### src/dmks_pkg.sv
// Package for the dual mode key scanner: sizes, status and register codes,
// the per-key memory entry type and the threshold clamp function.
// Used by dmks_step and dual_mode_key_scanner_unit.
package dmks_pkg;

    localparam int NUM_KEYS   = 16;
    localparam int COUNT_BITS = 16;
    localparam int KEY_W      = 4;
    localparam int REG_W      = 16;
    localparam int CFG_IDX_W  = 3;
    localparam int KEY_AW     = (NUM_KEYS > 1) ? $clog2(NUM_KEYS) : 1;

    localparam logic [32:0] COUNT_MAX = (33'd1 << COUNT_BITS) - 33'd1;

    typedef enum logic [1:0] {
        ST_INVALID = 2'd0,
        ST_VALID   = 2'd1,
        ST_FAULT   = 2'd2
    } t_key_status;

    typedef enum logic [CFG_IDX_W-1:0] {
        CFG_PRESENT    = 3'd0,
        CFG_LATCHING   = 3'd1,
        CFG_ACTIVE_HI  = 3'd2,
        CFG_VALID_TCK  = 3'd3,
        CFG_FAULT_TCK  = 3'd4
    } t_cfg_reg;

    typedef struct packed {
        t_key_status             status;
        logic [COUNT_BITS-1:0]   count;
    } t_key_entry;

    typedef struct packed {
        logic present;
        logic latching;
        logic pressed;
    } t_key_ctrl;

    function automatic logic [COUNT_BITS-1:0] clamp_ticks(input logic [REG_W-1:0] t);
        logic [32:0] wide;
        wide = 33'(t);
        if (wide > COUNT_MAX) begin
            return COUNT_BITS'(COUNT_MAX);
        end
        return COUNT_BITS'(wide);
    endfunction

endpackage

### src/dmks_step.sv
// Per-key update rule: takes one key's stored entry and its qualified pin
// sample and returns the new entry. Depends on dmks_pkg.
module dmks_step import dmks_pkg::*; (
    input  t_key_entry             i_entry,
    input  t_key_ctrl              i_ctrl,
    input  logic [COUNT_BITS-1:0]  i_lim_valid,
    input  logic [COUNT_BITS-1:0]  i_lim_fault,
    output t_key_entry             o_entry
);

    logic counting;

    always_comb begin
        o_entry  = i_entry;
        counting = ((i_entry.status == ST_INVALID) && i_ctrl.pressed)
                || ((i_entry.status == ST_VALID) && !i_ctrl.pressed);
        if (!i_ctrl.present) begin
            o_entry.status = ST_FAULT;
        end else if (i_ctrl.latching) begin
            if (counting) begin
                if (i_entry.count < i_lim_valid) begin
                    o_entry.count = i_entry.count + COUNT_BITS'(1);
                end else begin
                    o_entry.status = (i_entry.status == ST_INVALID) ? ST_VALID : ST_INVALID;
                    o_entry.count  = '0;
                end
            end
        end else if (i_ctrl.pressed) begin
            if (i_entry.count < i_lim_fault) begin
                o_entry.count = i_entry.count + COUNT_BITS'(1);
            end else begin
                o_entry.status = ST_FAULT;
            end
        end else begin
            if (i_entry.status == ST_FAULT) begin
                o_entry.status = ST_INVALID;
            end else if (i_entry.count >= i_lim_valid) begin
                o_entry.status = ST_VALID;
            end else begin
                o_entry.status = ST_INVALID;
            end
            o_entry.count = '0;
        end
    end

endmodule

### src/dual_mode_key_scanner_unit.sv
// Top level of the dual mode key scanner: per-key state memory with
// read-modify-write, forwarding, output register and configuration registers.
// Depends on dmks_pkg and dmks_step.
//
// Channel   Dir  Signals                         Request
// s         in   i_s_tvalid o_s_tready i_s_tdata  key index, pin level
// m         out  o_m_tvalid i_m_tready o_m_tdata  result index, key status
// cfg       in   i_cfg_we i_cfg_index i_cfg_data   register write
//
// One request per cycle is sustained while the output is not stalled; the memory is
// read at the accepting edge into the update stage, and the update stage registers
// the result into the output register when the output is free.
// Synchronous reset clears the control and configuration registers, but sets the
// fault tick limit to all ones, and marks every memory entry unwritten.
// A stalled output holds the update stage, and the input is held off only then.
module dual_mode_key_scanner_unit import dmks_pkg::*; (
    input  logic                  i_clk,
    input  logic                  i_rst_n,
    input  logic                  i_s_tvalid,
    output logic                  o_s_tready,
    input  logic [7:0]            i_s_tdata,   // [3:0] key_index, [4] pin_level
    output logic                  o_m_tvalid,
    input  logic                  i_m_tready,
    output logic [7:0]            o_m_tdata,   // [3:0] result_index, [5:4] key_status
    input  logic                  i_cfg_we,
    input  logic [CFG_IDX_W-1:0]  i_cfg_index,
    input  logic [REG_W-1:0]      i_cfg_data
);

    logic [REG_W-1:0] r_present, r_latching, r_active_hi, r_valid_tck, r_fault_tck;

    t_key_entry       r_mem [NUM_KEYS];
    t_key_entry       r_mem_q;
    logic [NUM_KEYS-1:0] r_written;

    logic             r_s1_valid;
    logic [KEY_W-1:0] r_s1_key;
    logic [KEY_AW-1:0] r_s1_addr;
    logic             r_s1_pin;
    logic             r_s1_in_range;
    logic             r_s1_hit;
    logic             r_fwd;
    t_key_entry       r_fwd_entry;

    logic             r_out_valid;
    logic [KEY_W-1:0] r_out_key;
    t_key_status      r_out_status;

    logic             out_free;
    logic             s1_move;
    logic             accept;
    logic             mem_we;
    logic [KEY_W-1:0] in_key;
    logic [KEY_AW-1:0] in_addr;
    logic             in_range;
    t_key_entry       cur_entry;
    t_key_entry       new_entry;
    t_key_ctrl        ctrl;

    assign in_key   = i_s_tdata[3:0];
    assign in_addr  = KEY_AW'(in_key);
    assign in_range = (32'(in_key) < 32'(NUM_KEYS));

    assign out_free   = !r_out_valid || i_m_tready;
    assign s1_move    = r_s1_valid && out_free;
    assign o_s_tready = !r_s1_valid || out_free;
    assign accept     = i_s_tvalid && o_s_tready;
    assign mem_we     = s1_move && r_s1_in_range;

    always_comb begin
        if (r_fwd) begin
            cur_entry = r_fwd_entry;
        end else if (r_s1_hit) begin
            cur_entry = r_mem_q;
        end else begin
            cur_entry = '{status: ST_INVALID, count: '0};
        end
        ctrl.present  = r_present[r_s1_key];
        ctrl.latching = r_latching[r_s1_key];
        ctrl.pressed  = (r_active_hi[r_s1_key] == r_s1_pin);
    end

    dmks_step u_step (
        .i_entry     (cur_entry),
        .i_ctrl      (ctrl),
        .i_lim_valid (clamp_ticks(r_valid_tck)),
        .i_lim_fault (clamp_ticks(r_fault_tck)),
        .o_entry     (new_entry)
    );

    always_ff @(posedge i_clk) begin
        if (mem_we) begin
            r_mem[r_s1_addr] <= new_entry;
        end
        if (accept) begin
            r_mem_q <= r_mem[in_addr];
        end
    end

    always_ff @(posedge i_clk) begin
        if (!i_rst_n) begin
            r_present   <= '0;
            r_latching  <= '0;
            r_active_hi <= '0;
            r_valid_tck <= '0;
            r_fault_tck <= '1;
        end else if (i_cfg_we) begin
            unique case (i_cfg_index)
                CFG_PRESENT:   r_present   <= i_cfg_data;
                CFG_LATCHING:  r_latching  <= i_cfg_data;
                CFG_ACTIVE_HI: r_active_hi <= i_cfg_data;
                CFG_VALID_TCK: r_valid_tck <= i_cfg_data;
                CFG_FAULT_TCK: r_fault_tck <= i_cfg_data;
                default: ;
            endcase
        end
    end

    always_ff @(posedge i_clk) begin
        if (!i_rst_n) begin
            r_written   <= '0;
            r_s1_valid  <= 1'b0;
            r_fwd       <= 1'b0;
            r_out_valid <= 1'b0;
        end else begin
            if (mem_we) begin
                r_written[r_s1_addr] <= 1'b1;
            end
            if (accept) begin
                r_s1_valid <= 1'b1;
                r_fwd      <= mem_we && (r_s1_addr == in_addr);
            end else if (s1_move) begin
                r_s1_valid <= 1'b0;
                r_fwd      <= 1'b0;
            end
            if (s1_move) begin
                r_out_valid <= 1'b1;
            end else if (i_m_tready) begin
                r_out_valid <= 1'b0;
            end
        end
    end

    always_ff @(posedge i_clk) begin
        if (accept) begin
            r_s1_key      <= in_key;
            r_s1_addr     <= in_addr;
            r_s1_pin      <= i_s_tdata[4];
            r_s1_in_range <= in_range;
            r_s1_hit      <= in_range && r_written[in_addr];
            r_fwd_entry   <= new_entry;
        end
        if (s1_move) begin
            r_out_key    <= r_s1_key;
            r_out_status <= r_s1_in_range ? new_entry.status : ST_FAULT;
        end
    end

    assign o_m_tvalid = r_out_valid;
    assign o_m_tdata  = {2'b00, r_out_status, r_out_key};

`ifndef SYNTHESIS
    a_fwd_needs_stage: assert property (@(posedge i_clk) disable iff (!i_rst_n)
        r_fwd |-> r_s1_valid)
        else $error("forwarding flag set with empty update stage");
    a_stall_holds: assert property (@(posedge i_clk) disable iff (!i_rst_n)
        (r_s1_valid && !out_free) |=> (r_s1_valid && $stable(r_s1_key)))
        else $error("update stage lost its request under stall");
    a_ready_low: assert property (@(posedge i_clk) disable iff (!i_rst_n)
        !o_s_tready |-> (r_s1_valid && r_out_valid && !i_m_tready))
        else $error("input held off without a full pipeline");
    a_no_write_out_of_range: assert property (@(posedge i_clk) disable iff (!i_rst_n)
        (s1_move && !r_s1_in_range) |=> (o_m_tdata[5:4] == ST_FAULT))
        else $error("out-of-range key not reported as fault");
`endif

endmodule
### config.mk
export PLATFORM = sky130hd
export DESIGN_NAME = dual_mode_key_scanner_unit
export DESIGN_NICKNAME = d
export VERILOG_FILES = /design/src/dmks_pkg.sv /design/src/dmks_step.sv /design/src/dual_mode_key_scanner_unit.sv
export SDC_FILE = /design/constraint.sdc
export NUM_CORES = 1
export LEC_CHECK = 0
export BUFFER_PORTS_ARGS = -buffer_cell sky130_fd_sc_hd__buf_2
export CAP_MARGIN = 20
export CORE_MARGIN = 10
export CORE_UTILIZATION = 50
export CTS_BUF_LIST = sky130_fd_sc_hd__clkbuf_16
export DETAILED_ROUTE_END_ITERATION = 8
export GPL_TIMING_DRIVEN = 0
export PLACE_DENSITY_LB_ADDON = 0.12
export SETUP_SLACK_MARGIN = 0.1
export SLEW_MARGIN = 5
export SYNTH_ARGS = -nofsm -noshare
export SYNTH_HDL_FRONTEND = slang
export SYNTH_HIERARCHICAL = 1
export SYNTH_SLANG_ARGS = --single-unit
### constraint.sdc
create_clock -name i_clk -period 5.9 [get_ports i_clk]
set_input_delay 0.59 -clock i_clk [delete_from_list [all_inputs] [get_ports i_clk]]
set_output_delay 0.59 -clock i_clk [all_outputs]
set_load 0.02 [all_outputs]
# Word level (Yosys, flattened, before mapping)
# Memory sizes are Yosys's and may differ from the RTL's. A register that Yosys moved wholly into a read port is not among the register bits.
# Index checks and enable logic that the tools add are counted.
# Widths: inputs -> output; s select.
[word_totals]
reg_bits = 129
latchBits = 0
ram_bits = 288
romBits = 0
inputBits = 32
word_cells = 85
n_memories = 1
[classes]
n_addsub = 1
n_mul = 0
div_mod_pow = 0
n_lt_le_gt_ge = 6
eq_ne = 8
shift = 0
mux = 31
bitwise_logic = 1
n_reduce_logical = 21
[memory_table]
columns = ["name", "depth", "width", "rd", "rd_clocked_by_memory_dff", "write_ports", "line_no", "rtl"]
rows = [
  ["r_mem", 16, 18, 1, 1, 1, "dual_mode_key_scanner_unit.sv:32", "t_key_entry r_mem [NUM_KEYS];"],
]
[ops]
columns = ["operator", "count"]
rows = [
  ["$mux 18", 5],
  ["$mux 16", 3],
  ["$lt 16x16->1", 2],
  ["$add 16x1->16 const B", 1],
  ["$bmux 1 s4", 4],
  ["$ge 16x16->1", 1],
  ["$or 16x16->16", 1],
  ["$mux 1", 15],
  ["$lt 4x5->1 const B", 2],
  ["$reduce_and 2->1", 5],
  ["$eq 3x2->1 const B", 2],
  ["$logic_and 1x1->1", 6],
  ["$mux 2", 3],
  ["$demux 1 s4", 1],
  ["$eq 4x4->1", 1],
  ["$ge 4x1->1 const B", 1],
  ["$reduce_bool 2->1", 2],
  ["$eq 3x1->1 const B", 1],
  ["$eq 3x3->1 const B", 1],
  ["$logic_not 1->1", 3],
  ["$logic_not 3->1", 1],
  ["$logic_or 1x1->1", 3],
  ["$eq 2x1->1 const B", 1],
  ["$eq 2x2->1 const B", 1],
  ["2 further kinds", 2],
]

# Logic depth before layout (Yosys ltp)
# Gate-level depths: netlist of the first run.
[depth]
word_depth = 9
mapped_depth = 13

# By module
# Netlist of the first run, hierarchy kept.
[modules_own_cells]
columns = ["mod", "instances", "cells_per_inst", "area_per_inst_um2", "seq_area_each_um2"]
rows = [
  ["dual_mode_key_scanner_unit", 1, 937, 16612.2, 12071.6],
  ["dmks_step", 1, 223, 1445.1, 0.0],
]

# Least setup slack after synthesis of the first run
# OpenSTA, ideal clock, no wires.
[synth_path]
kind = "reg-to-reg"
startpoint = "reg r_s1_addr[2] (netlist name)"
endpoint = "reg r_fwd_entry[15] (netlist bit), data pin"
setup_ns = 0.349
t_arrival_ns = 4.088
required_time_ns = 5.551
setup_slack_ns = 1.464
stages_incl_launch_ff = 12
path_cell_list = "edfxtp_1 -> clkbuf_1 -> mux4_2 -> mux4_2 -> xnor2_1 -> xor2_1 -> nand2b_1 -> or4_1 -> or3_1 -> buf_2 -> a21boi_4 -> o31ai_1"
[synth_rtl]
columns = ["element", "line_no", "rtl"]
rows = [
  ["end signal: assignment", "dual_mode_key_scanner_unit.sv:151", "r_fwd_entry <= new_entry;"],
  ["end: declaration", "dual_mode_key_scanner_unit.sv:43", "t_key_entry r_fwd_entry;"],
]

==> results of run 1 <==
==> layer usage <==
metal	wire [um]	GRT usage (%)	part of all wire, %	vias to the layer above
met5	0	0	0	-
met4	1222	6.996	2.8	0
met3	2112	2.942	4.8	69
met2	21470	32.87	49	282
met1	18860	26.49	43	5317
li1	-	-	-	4703
==> metrics by stage <==
| stage | cells | TNS (ns) | hold slack [ns] | area, um2 | worst slack [ns] |
|---|---|---|---|---|---|
| floorplan | 1161 | 0 | 0.4206 | 18060 | 1.464 |
| global placement | 1657 | -15.53 | 0.4288 | 18810 | -0.2482 |
| detailed placement | 1688 | 0 | 0.4340 | 19280 | 0.6406 |
| CTS | 1771 | 0 | 0.1672 | 20680 | 0.6178 |
| global route | 1774 | 0 | 0.1948 | 20700 | 0.5794 |
| finish | 1774 | 0 | 0.1922 | 20700 | 0.8595 |
==> cell families (layout without fill, tap and decap cells) <==
logic type      count (synthesis)  after routing
flops                         435            435
simple gates                  290            290
compound gates                179            179
mux                           110            110
buf+inv                       107            259
fa+ha+maj                      32             32
xor+xnor                        6              6
other cells                     1              2
==> cell usage after synthesis (all sizes together), types with 2 or more instances <==
cell type,number,area share (%)
o211ai,7,0.29
a21boi,66,2.8
o31ai,3,0.12
nor4,7,0.24
mux4,110,14
nand2b,6,0.21
a21oi,32,0.89
ha,32,2.2
nand2,179,3.7
o21a,21,0.87
o22ai,3,0.10
o21ai,7,0.19
nor2b,7,0.24
a2111oi,2,0.097
and2,3,0.10
inv,39,0.81
xnor2,5,0.24
nor2,27,0.56
and3b,2,0.097
a21o,2,0.083
nand4b,2,0.097
clkbuf,44,0.91
a211oi,2,0.11
nand3b,2,0.083
edfxtp,336,56
nor3,3,0.083
and3,8,0.28
or2,3,0.10
a31oi,9,0.31
nand3,24,0.67
dfxtp,99,11
buf,24,0.94
a41oi,3,0.15
a22o,19,0.92
nand4,11,0.38
==> how the worst max path moves through the flow <==
stage                      endpoint  slack (ns)  cells after the start
floorplan           r_fwd_entry[15]        1.46                     11
global placement       r_mem[3][15]       -0.25                      3
detailed placement     r_mem[0][10]        0.64                     12
CTS                    r_mem[3][10]        0.62                     12
global route         r_fwd_entry[5]        0.58                     12
finish                  r_mem[0][5]        0.86                     12
==> cell type report <==
type / instances / area share, %
buffer: 68 / 1.620
clock buffer: 45 / 5.439
clock inverter: 38 / 1.323
inverter: 39 / 0.7070
multi-input combinational: 619 / 27.34
sequential: 435 / 58.30
tap: 461 / 2.786
timing repair buffer: 69 / 2.484
==> registers in the layout, summed over array words and instances, names as in the netlist <==
register	count
o_m_tvalid	1
r_fwd_entry	18
r_fault_tck	16
r_mem	288
r_s1_hit	1
r_s1_pin	1
r_out_status	2
r_mem_q	18
r_valid_tck	16
r_written	16
r_s1_valid	1
r_out_key	4
r_active_hi	16
r_fwd	1
r_present	16
r_latching	16
r_s1_addr	4
==> power groups by stage <==
stage	combinational (mW)	clock (mW)	sequential [mW]
6_report	0.415	2.71	3.37
5_1_grt	0.449	2.89	3.38
4_1_cts	0.415	2.76	3.37
3_5_place_dp	0.413	0	3.44
3_3_place_gp	0.388	0	3.44
2_1_floorplan	0.255	0	3.44
==> summary.md, run 1 <==
| Metric | Value |
|---|---|
| Status | `finished clean` |
| Mean number of vias per cell | `5.846` |
| Syn Inst Count | `1160` |
| Slew @ Worst Pin | `1.019 ns` |
| GRT Total Usage | `19.90%` |
| Worst Path Class, Setup | `flip-flop to flip-flop` |
| DIE HEIGHT | `210.0 um` |
| IO Pins | `42` |
| Commonest non-fill, non-tap cell in the layout | `edfxtp_1` |
| Post-CTS Hold Buffers | `0` |
| Register area share after synthesis | `66.85%` |
| Main combinational cell family by area after synthesis | `multiplexers` |
| CP max stage delay | `0.75 ns` |
| RePlAce Congestion | `0.8186` |
| Clk_lat worst skew | `0.58 ns` |
| Num CTS Buffers | `45` |
| Storage cell area | `12070 um2` |
| Multiplexer share of the synthesized area | `13.72%` |
| YS warnings | `6` |
| Yosys reg bits | `435` |
| # setup viols final | `0` |
| Top_reg_cell synth | `edfxtp_1` |
| CORE AREA | `35570 um2` |
| Switch Pwr | `1.458 mW` |
| Clk_skew | `0.01498 ns` |
| Mapped cell area | `18060 um2` |
| Via count | `10371` |
| Max cap viols | `0` |
| Worst path bufs/invs | `2` |
| Crit-path slowest cell | `a31oi_2` |
| Critical path arrival | `5.29 ns` |
| CTS resizes | `0` |
| Unrepaired setup endpoints after global routing | `false` |
| Post-layout min period | `5.041 ns` |
| Tot Pwr | `6.500 mW` |
| Clk buf depth | `3` |
| Initial detailed-routing violation count | `934` |
| Cell Int Power | `5.043 mW` |
| CP Launch Point | `r_s1_addr[2]` |
| Die Area | `44120 um2` |
| Syn_area_per_cell | `15.57 um2` |
| Max VDD drop | `0.2535 mV` |
| H-tree depth | `2` |
| Worst setup SP type | `flip-flop` |
| Kind of end point of the critical path | `flip-flop` |
| Area grow syn2layout | `14.66%` |
| Post-synthesis compound-gate area fraction | `7.102%` |
| Final WL | `43.66 mm` |
| Port Buffers | `35` |
| Largest net degree at the start of global routing | `30` |
| WP data required | `6.15 ns` |
| Initial core utilization | `50.77%` |
| Reg2reg path depth | `12` |
| Hold endpoint | `r_s1_pin` |
| Most frequent cells in the layout | `edfxtp_1, nand2_1, mux4_2` |
| Worst Hold Launch | `i_s_tdata[4]` |
| CTS tree | `yes` |
| Synth Area in Adders | `2.217%` |
| Post-Synth Simple-Gate Area | `7.130%` |
| Core Util, Final | `58.21%` |
| Crit-path max FO | `17` |
| XOR/XNOR Fraction of Synth Area | `0.2910%` |
| Cell mode on critical path | `mux4_2` |
| Reg2reg end | `r_mem[0][5]` |
| DR WL/cell | `24.61 um` |
| Reg-to-Reg Start | `r_s1_addr[2]` |
| Die W | `210.0 um` |
| Internal reg-to-reg setup slack | `0.86 ns` |
| Slew Limit Fails | `0` |
| Combinational power share | `6.4%` |
| Slew margin rel. | `32.08%` |
| Proportion of layout cells with a drive suffix above 1 | `22.62%` |
| Row count | `69` |
| Net count, final | `1341` |
| PwrDens | `314.0 nW/um2` |
| Maximum clock rate | `198.4 MHz` |
| Post-route DRC | `0` |
| Min-Delay Path Class | `input pin to flip-flop` |
| Fillers | `2789` |
| # Post-CTS Setup Buffers | `0` |
| Clock-pin slew on the worst setup and hold paths | `0.06 ns` |
| Final hold vios | `0` |
| DPL Wire Length | `29.02 mm` |
| Multi-input logic area | `5660 um2` |
| Initial antenna violation count | `0` |
| Final Cycle Share | `85.43%` |
| CP cell instances | `clkbuf_1 -> mux4_2 -> mux4_2 -> xnor2_1 -> xor2_1 -> nand2b_1 -> or4_1 -> or3_1 -> a21bo_2 -> buf_6 -> a41oi_1 -> a31oi_2` |
| EDFF count, synth | `336` |
| Synth cell types | `53` |
| Total iterations of the first detailed-routing run | `5` |
| Part of the power in registers | `51.9%` |
| P_leak | `7.100 nW` |
| DRT antenna net count | `0` |
| Total gr overflow | `0` |
| Sw Share | `22.43%` |
| Root buf cell | `clkbuf_16` |
| First-pass GRT wire length | `65.75 mm` |
| Clock Power Share | `41.7%` |
| Kind of cell adding the most delay to the critical path | `multiplexers` |
| Cell count of the worst hold path | `1` |
| Ys async rst share | `0%` |
| Ant. Diodes | `0` |
| Clk sink count | `435` |
| Vias in the first global route | `10449` |
(Power assumes the default switching activity.)
==> inputs of run 2 (changes only) <==
--- a/config.mk
+++ b/config.mk
@@ -7,6 +7,7 @@
 export LEC_CHECK = 0
 export BUFFER_PORTS_ARGS = -buffer_cell sky130_fd_sc_hd__buf_2
 export CAP_MARGIN = 20
+export CORE_ASPECT_RATIO = 0.5
 export CORE_MARGIN = 10
 export CORE_UTILIZATION = 50
 export CTS_BUF_LIST = sky130_fd_sc_hd__clkbuf_16
==> run 2 against run 1 <==
Against the previous run: critical path depth is 1 higher; final cell count rose by 0.62%; sequential power barely moved; largest power group unchanged.
==> summary.md, run 2 (synthesis results as in run 1) <==
| Metric | Value |
|---|---|
| Unrepaired setup endpoints after global routing | `false (unchanged)` |
| Internal reg-to-reg setup slack | `0.76 ns (was 0.86 ns)` |
| Final WL | `44.01 mm (was 43.66 mm)` |
| Min-Delay Path Class | `input pin to flip-flop (unchanged)` |
| Reg-to-Reg Start | `r_s1_addr[2] (unchanged)` |
| Clk_lat worst skew | `0.56 ns (was 0.58 ns)` |
| CTS resizes | `0 (unchanged)` |
| RePlAce Congestion | `0.8593 (was 0.8186)` |
| Final Cycle Share | `87.10% (was 85.43%)` |
| Clk sink count | `435 (unchanged)` |
| Clk buf depth | `3 (unchanged)` |
| Total iterations of the first detailed-routing run | `5 (unchanged)` |
| Slew @ Worst Pin | `1.077 ns (was 1.019 ns)` |
| WP data required | `6.30 ns (was 6.15 ns)` |
| CTS tree | `yes (unchanged)` |
| Maximum clock rate | `194.6 MHz (was 198.4 MHz)` |
| Max reg flops | `288 (unchanged)` |
| DIE HEIGHT | `154.4 um (was 210.0 um)` |
| Ant. Diodes | `0 (unchanged)` |
| CP Launch Point | `r_s1_addr[2] (unchanged)` |
| Commonest non-fill, non-tap cell in the layout | `edfxtp_1 (unchanged)` |
| Die Area | `44580 um2 (was 44120 um2)` |
| # setup viols final | `0 (unchanged)` |
| DPL Wire Length | `30.14 mm (was 29.02 mm)` |
| Max VDD drop | `0.2010 mV (was 0.2535 mV)` |
| Root buf cell | `clkbuf_16 (unchanged)` |
| # Post-CTS Setup Buffers | `0 (unchanged)` |
| Clk_skew | `0.02097 ns (was 0.01498 ns)` |
| PwrDens | `300.5 nW/um2 (was 314.0 nW/um2)` |
| Mean number of vias per cell | `5.899 (was 5.846)` |
| Fin Hold WS | `0.2192 ns (was 0.1922 ns)` |
| Crit-path max FO | `10 (was 17)` |
| CORE AREA | `35740 um2 (was 35570 um2)` |
| Slew Limit Fails | `0 (unchanged)` |
| Port Buffers | `35 (unchanged)` |
| Fillers | `2703 (was 2789)` |
| GRT Total Usage | `20.08% (was 19.90%)` |
| Vias in the first global route | `10872 (was 10449)` |
| Die W | `288.8 um (was 210.0 um)` |
| Area grow syn2layout | `13.57% (was 14.66%)` |
| Most frequent cells in the layout | `edfxtp_1, nand2_1, mux4_2 (unchanged)` |
| Slew margin rel. | `28.18% (was 32.08%)` |
| Post-CTS Hold Buffers | `0 (unchanged)` |
| Final setup margin | `0.7611 ns (was 0.8595 ns)` |
| Max cap viols | `0 (unchanged)` |
| Initial detailed-routing violation count | `926 (was 934)` |
| Critical path endpoint | `r_fwd_entry[9] (was r_mem[0][5])` |
| Reg2reg path depth | `13 (was 12)` |
| Kind of end point of the critical path | `flip-flop (unchanged)` |
| IO Pins | `42 (unchanged)` |
| Initial antenna violation count | `3 (was 0)` |
| Final hold vios | `0 (unchanged)` |
| Worst Path Class, Setup | `flip-flop to flip-flop (unchanged)` |
| First-pass GRT wire length | `66.97 mm (was 65.75 mm)` |
| Total gr overflow | `0 (unchanged)` |
| Storage cell area | `12070 um2 (unchanged)` |
| Largest Register | `r_mem (unchanged)` |
| Net count, final | `1336 (was 1341)` |
| Via count | `10529 (was 10371)` |
| Initial core utilization | `50.52% (was 50.77%)` |
| Row count | `49 (was 69)` |
| Pre-CTS setup slack | `0.5193 ns (was 0.6406 ns)` |
| Critical path arrival | `5.54 ns (was 5.29 ns)` |
| Largest net degree at the start of global routing | `32 (was 30)` |
| Post-layout min period | `5.139 ns (was 5.041 ns)` |
| DRT antenna net count | `0 (unchanged)` |
| Num CTS Buffers | `39 (was 45)` |
| Multi-input logic area | `5650 um2 (was 5660 um2)` |
| Reg2reg end | `r_fwd_entry[9] (was r_mem[0][5])` |
| H-tree depth | `2 (unchanged)` |
| Regs by FF count | `r_mem x288, r_fwd_entry x18, r_mem_q x18 (unchanged)` |
| P_leak | `7.021 nW (was 7.100 nW)` |
| Clock-pin slew on the worst setup and hold paths | `0.06 ns (about the same)` |
| Post-route DRC | `0 (unchanged)` |
| Worst setup SP type | `flip-flop (unchanged)` |
| Status | `finished clean (unchanged)` |
| DR WL/cell | `24.65 um (was 24.61 um)` |
| Proportion of layout cells with a drive suffix above 1 | `21.98% (was 22.62%)` |
[run 2: cell count changes in the layout (fill, tap and decap cells not counted), sizes merged]
cell	before	now
buf	92	94
bufinv	3	1
clkbuf	90	83
clkinv	22	13
clkinvlp	3	1
inv	49	55
[run 2: worst min-delay path by stage]
stage,depth (start not counted),start,end
floorplan,0,r_s1_addr[0],r_out_key[0]
global placement,0,r_s1_addr[0],r_out_key[0]
detailed placement,0,r_s1_addr[2],r_out_key[2]
CTS,1,i_s_tdata[4],r_s1_pin
global route,1,i_s_tdata[4],r_s1_pin
finish,1,i_s_tdata[4],r_s1_pin
[run 2: area by class of cell]
cell class,instances,share of cell area (%)
clock buffers,39,4.759
multi-input cells,619,27.55
clock inverters,31,0.8785
repair buffers,70,2.648
well taps,484,2.953
inverters,39,0.7138
flip-flops and latches,435,58.86
plain buffers,68,1.635
[run 2: report_power, final]
group	internal [mW]	switching, mW
Clock	1.25	1.12
Sequential	3.35	0.0190
Combinational	0.161	0.260
[run 2: metal layers]
layer,part of all wire (%),track usage [%],wire [um]
met1,44,28.02,19530
met2,46,31.77,20440
met3,6.9,3.847,3030
met4,2.3,5.773,1002
met5,0,0,0
[run 2: critical path: stages, from the launching register on]
cell,delay [ns]
edfxtp_1,0.36
clkbuf_1,0.45
mux4_2,0.59
mux4_2,0.54
xnor2_1,0.44
xor2_1,0.20
nand2b_1,0.11
or4_1,0.49
or3_1,0.33
buf_2,0.20
a31oi_1,0.21
a21oi_1,0.06
a31oi_1,0.70
buf_4,0.30
[run 2: through the flow]
step           area, um2  power, mW  setup TNS, ns  util [%]  instances
2_1_floorplan      18060      3.692              0         -       1161
3_5_place_dp       19300      3.856              0     54.01       1710
4_1_cts            20460      6.202              0     57.24       1780
5_1_grt            20510      6.375              0     57.38       1785
6_report           20510      6.163              0     57.38       1785
3_3_place_gp       18840      3.827         -4.256     52.71       1680
==> inputs of run 3 (changes only) <==
--- a/config.mk
+++ b/config.mk
@@ -5,6 +5,7 @@
 export SDC_FILE = /design/constraint.sdc
 export NUM_CORES = 1
 export LEC_CHECK = 0
+export ABC_AREA = 1
 export BUFFER_PORTS_ARGS = -buffer_cell sky130_fd_sc_hd__buf_2
 export CAP_MARGIN = 20
 export CORE_ASPECT_RATIO = 0.5
@@ -12,6 +13,7 @@
 export CORE_UTILIZATION = 50
 export CTS_BUF_LIST = sky130_fd_sc_hd__clkbuf_16
 export DETAILED_ROUTE_END_ITERATION = 8
+export GPL_ROUTABILITY_DRIVEN = 0
 export GPL_TIMING_DRIVEN = 0
 export PLACE_DENSITY_LB_ADDON = 0.12
 export SETUP_SLACK_MARGIN = 0.1
==> run 3 against run 2 <==
Against the previous run: synthesized cell count is 79% higher; setup slack better by 0.96 ns; power is 7.0% higher; sequential power is 1% higher; combinational power is 61% higher; global-route usage is 2.5 points higher; die area is 9.8% higher; worst hold slack worse by 0.0064 ns; design area is 8.6% higher; critical path depth is 3 higher; wire length is 28% higher; core utilization is 0.62 points lower; critical endpoint is now r_mem[2][7].
==> summary.md, run 3 <==
| Metric | Value |
|---|---|
| Min-Delay Path Class | `input pin to flip-flop (unchanged)` |
| Total gr overflow | `0 (unchanged)` |
| Max reg flops | `288 (unchanged)` |
| Final WL | `56.48 mm (was 44.01 mm)` |
| Initial core utilization | `51.04% (was 50.52%)` |
| First-pass GRT wire length | `84.17 mm (was 66.97 mm)` |
| Critical path arrival | `4.41 ns (was 5.54 ns)` |
| Largest net degree at the start of global routing | `44 (was 32)` |
| Synth Area in Adders | `1.999% (was 2.217%)` |
| CP max stage delay | `0.61 ns (was 0.70 ns)` |
| Syn_area_per_cell | `9.649 um2 (was 15.57 um2)` |
| Die W | `303.1 um (was 288.8 um)` |
| Net count, final | `2226 (was 1336)` |
| Fillers | `3451 (was 2703)` |
| Mean number of vias per cell | `5.481 (was 5.899)` |
| DRT antenna net count | `0 (unchanged)` |
| Storage cell area | `12070 um2 (unchanged)` |
| Multi-input logic area | `6361 um2 (was 5650 um2)` |
| # Post-CTS Setup Buffers | `0 (unchanged)` |
| DR WL/cell | `20.75 um (was 24.65 um)` |
| Die Area | `48960 um2 (was 44580 um2)` |
| Syn Inst Count | `2076 (was 1160)` |
| Maximum clock rate | `239.4 MHz (was 194.6 MHz)` |
| Worst Path Class, Setup | `flip-flop to flip-flop (unchanged)` |
| Crit-path max FO | `17 (was 10)` |
| Clk buf depth | `3 (unchanged)` |
| Row count | `51 (was 49)` |
| Post-CTS Hold Buffers | `0 (unchanged)` |
| Final hold vios | `0 (unchanged)` |
| Multiplexer share of the synthesized area | `0% (was 13.72%)` |
| WP data required | `6.13 ns (was 6.30 ns)` |
| CORE AREA | `39240 um2 (was 35740 um2)` |
| Clk sink count | `435 (unchanged)` |
| Unrepaired setup endpoints after global routing | `false (unchanged)` |
| Main combinational cell family by area after synthesis | `simple AND/OR/NAND/NOR gates (was multiplexers)` |
| Clk_lat worst skew | `0.55 ns (was 0.56 ns)` |
| CTS tree | `yes (unchanged)` |
| Top post-synthesis cells by area | `edfxtp_1, dfxtp_1, nand2_1, inv_1, nand3_1 (was edfxtp_1, mux4_2, dfxtp_1, nand2_1, a21boi_0)` |
| Final Cycle Share | `70.79% (was 87.10%)` |
| Synth area leader | `edfxtp_1 (unchanged)` |
| Total iterations of the first detailed-routing run | `5 (unchanged)` |
| Max cap viols | `0 (unchanged)` |
| Worst setup SP type | `flip-flop (unchanged)` |
| Top_reg_cell synth | `edfxtp_1 (unchanged)` |
| PwrDens | `296.1 nW/um2 (was 300.5 nW/um2)` |
| EDFF count, synth | `336 (unchanged)` |
| Slew @ Worst Pin | `0.9898 ns (was 1.077 ns)` |
| Post-synthesis compound-gate area fraction | `11.19% (was 7.102%)` |
| Crit-path slowest cell | `nand2_1 (was a31oi_1)` |
| Proportion of layout cells with a drive suffix above 1 | `10.81% (was 21.98%)` |
| DIE HEIGHT | `161.5 um (was 154.4 um)` |
| Ant. Diodes | `0 (unchanged)` |
| Post-synth top cells | `nand2_1, edfxtp_1, inv_1 (was edfxtp_1, nand2_1, mux4_2)` |
| Post-route DRC | `0 (unchanged)` |
| Cell mode on critical path | `nand2_1` |
| Commonest non-fill, non-tap cell in the layout | `nand2_1 (was edfxtp_1)` |
| Regs by FF count | `r_mem x288, r_fwd_entry x18, r_mem_q x18 (unchanged)` |
| Slew Limit Fails | `0 (unchanged)` |
| P_leak | `9.188 nW (was 7.021 nW)` |
| Count leader, synth | `nand2_1 (was edfxtp_1)` |
| Largest Register | `r_mem (unchanged)` |
| Via count | `14919 (was 10529)` |
| Setup total negative slack | `0 ns (unchanged)` |
| Status | `finished clean (unchanged)` |
| CTS resizes | `0 (unchanged)` |
| Num CTS Buffers | `40 (was 39)` |
| CP cell instances | `buf_2 -> clkinv_1 -> clkbuf_1 -> nand3_1 -> nand2_1 -> ha_1 -> a21oi_1 -> nand2_1 -> a21oi_2 -> buf_4 -> nand4_1 -> nand2_1 -> nand2_1 -> nand2_1 -> nand2_1 -> nand2_1 (was clkbuf_1 -> mux4_2 -> mux4_2 -> xnor2_1 -> xor2_1 -> nand2b_1 -> or4_1 -> or3_1 -> buf_2 -> a31oi_1 -> a21oi_1 -> a31oi_1 -> buf_4)` |
| Ys async rst share | `0% (unchanged)` |
| Slew margin rel. | `33.94% (was 28.18%)` |
| H-tree depth | `2 (unchanged)` |
| Clock-pin slew on the worst setup and hold paths | `0.06 ns (about the same)` |
| Post-Synth Simple-Gate Area | `17.83% (was 7.130%)` |
| Mapped cell area | `20030 um2 (was 18060 um2)` |
| Placed inst area | `21040 um2 (was 19300 um2)` |
| Worst path bufs/invs | `4 (was 3)` |
| Most frequent cells in the layout | `nand2_1, edfxtp_1, inv_1 (was edfxtp_1, nand2_1, mux4_2)` |
| Register area share after synthesis | `60.26% (was 66.85%)` |
| Area grow syn2layout | `11.19% (was 13.57%)` |
| DPL Wire Length | `37.94 mm (was 30.14 mm)` |
| Yosys reg bits | `435 (unchanged)` |
| GRT Total Usage | `22.61% (was 20.08%)` |
| Port Buffers | `35 (unchanged)` |
| Max VDD drop | `0.1822 mV (was 0.2010 mV)` |
| Initial detailed-routing violation count | `1540 (was 926)` |
| IO Pins | `42 (unchanged)` |
| YS warnings | `6 (unchanged)` |
| Post-layout min period | `4.177 ns (was 5.139 ns)` |
| Initial antenna violation count | `0 (was 3)` |
| Vias in the first global route | `13841 (was 10872)` |
| # setup viols final | `0 (unchanged)` |
| Synth cell types | `36 (was 53)` |
| Synth top area share | `50.37% (was 55.88%)` |
| Kind of end point of the critical path | `flip-flop (unchanged)` |
| Final Cell Area | `22270 um2 (was 20510 um2)` |
| Kind of cell adding the most delay to the critical path | `simple AND/OR/NAND/NOR gates (was multiplexers)` |
| Clk_skew | `0.02048 ns (was 0.02097 ns)` |
| Root buf cell | `clkbuf_16 (unchanged)` |
| XOR/XNOR Fraction of Synth Area | `0.3498% (was 0.2910%)` |
## run 3: changes by cell type after synthesis, sizes merged, moves of 66 or more
cell,previous run,this run
nand2,179,448
inv,39,276
nand3,24,196
nor2,27,187
o21ai,7,148
mux4,110,0
a21oi,32,114
o211ai,7,76
a21boi,66,0
## run 3: cells by family (layout without fill, tap and decap cells)
family,Yosys count,in the layout
AND/OR/NAND/NOR,856,856
flip-flops,435,435
buffers and inverters,388,503
AO/OA/AOI/OAI,356,356
adder cells (fa/ha/maj),32,32
XOR/XNOR,8,8
other,1,2
## run 3: report_power, final
group	switching (mW)	internal (mW)	total (mW)	leakage (nW)
sequential	0.0222	3.39	3.41	3.89
clock	1.15	1.35	2.50	0.640
combinational	0.496	0.180	0.676	4.66
## run 3: layout make-up
class                           count  area share [%]
Buffer                            108           2.786
Clock buffer                       41           4.606
Clock inverter                     31          0.9101
Inverter                          280           4.719
Multi-Input combinational cell   1254           28.56
Sequential cell                   435           54.20
Tap cell                          530           2.977
Timing Repair Buffer               43           1.242
## run 3: routing by layer
layer  wire [um]  global-route usage [%]  up-vias
met5           0                       0        -
met4        1188                   5.620        0
met3        5525                   5.338       87
met2       24840                   34.96      581
met1       24920                   31.58     7101
li1            -                       -     7150
## run 3: worst paths after layout
check                                     from        endpoint  slack (ns)  cells after the start
worst min-delay path              i_s_tdata[4]        r_s1_pin        0.21                      1
worst min register to register  r_valid_tck[2]  r_valid_tck[2]        0.45                      2
worst max register to register           r_fwd     r_mem[2][7]        1.72                     16
worst max-delay path                     r_fwd     r_mem[2][7]        1.72                     16
## run 3: stage by stage
stage          setup WS (ns)  instances  hold WS, ns  total power, mW  utilization (%)
5_1_grt                1.493       2722       0.2071            6.815            56.75
6_report               1.723       2722       0.2128            6.594            56.75
3_5_place_dp           1.579       2649       0.4399            4.143            53.60
3_3_place_gp          0.4724       2642       0.4340            4.128            53.19
2_1_floorplan          2.571       2077       0.4237            3.896                -
4_1_cts                1.528       2721       0.1899            6.614            56.74
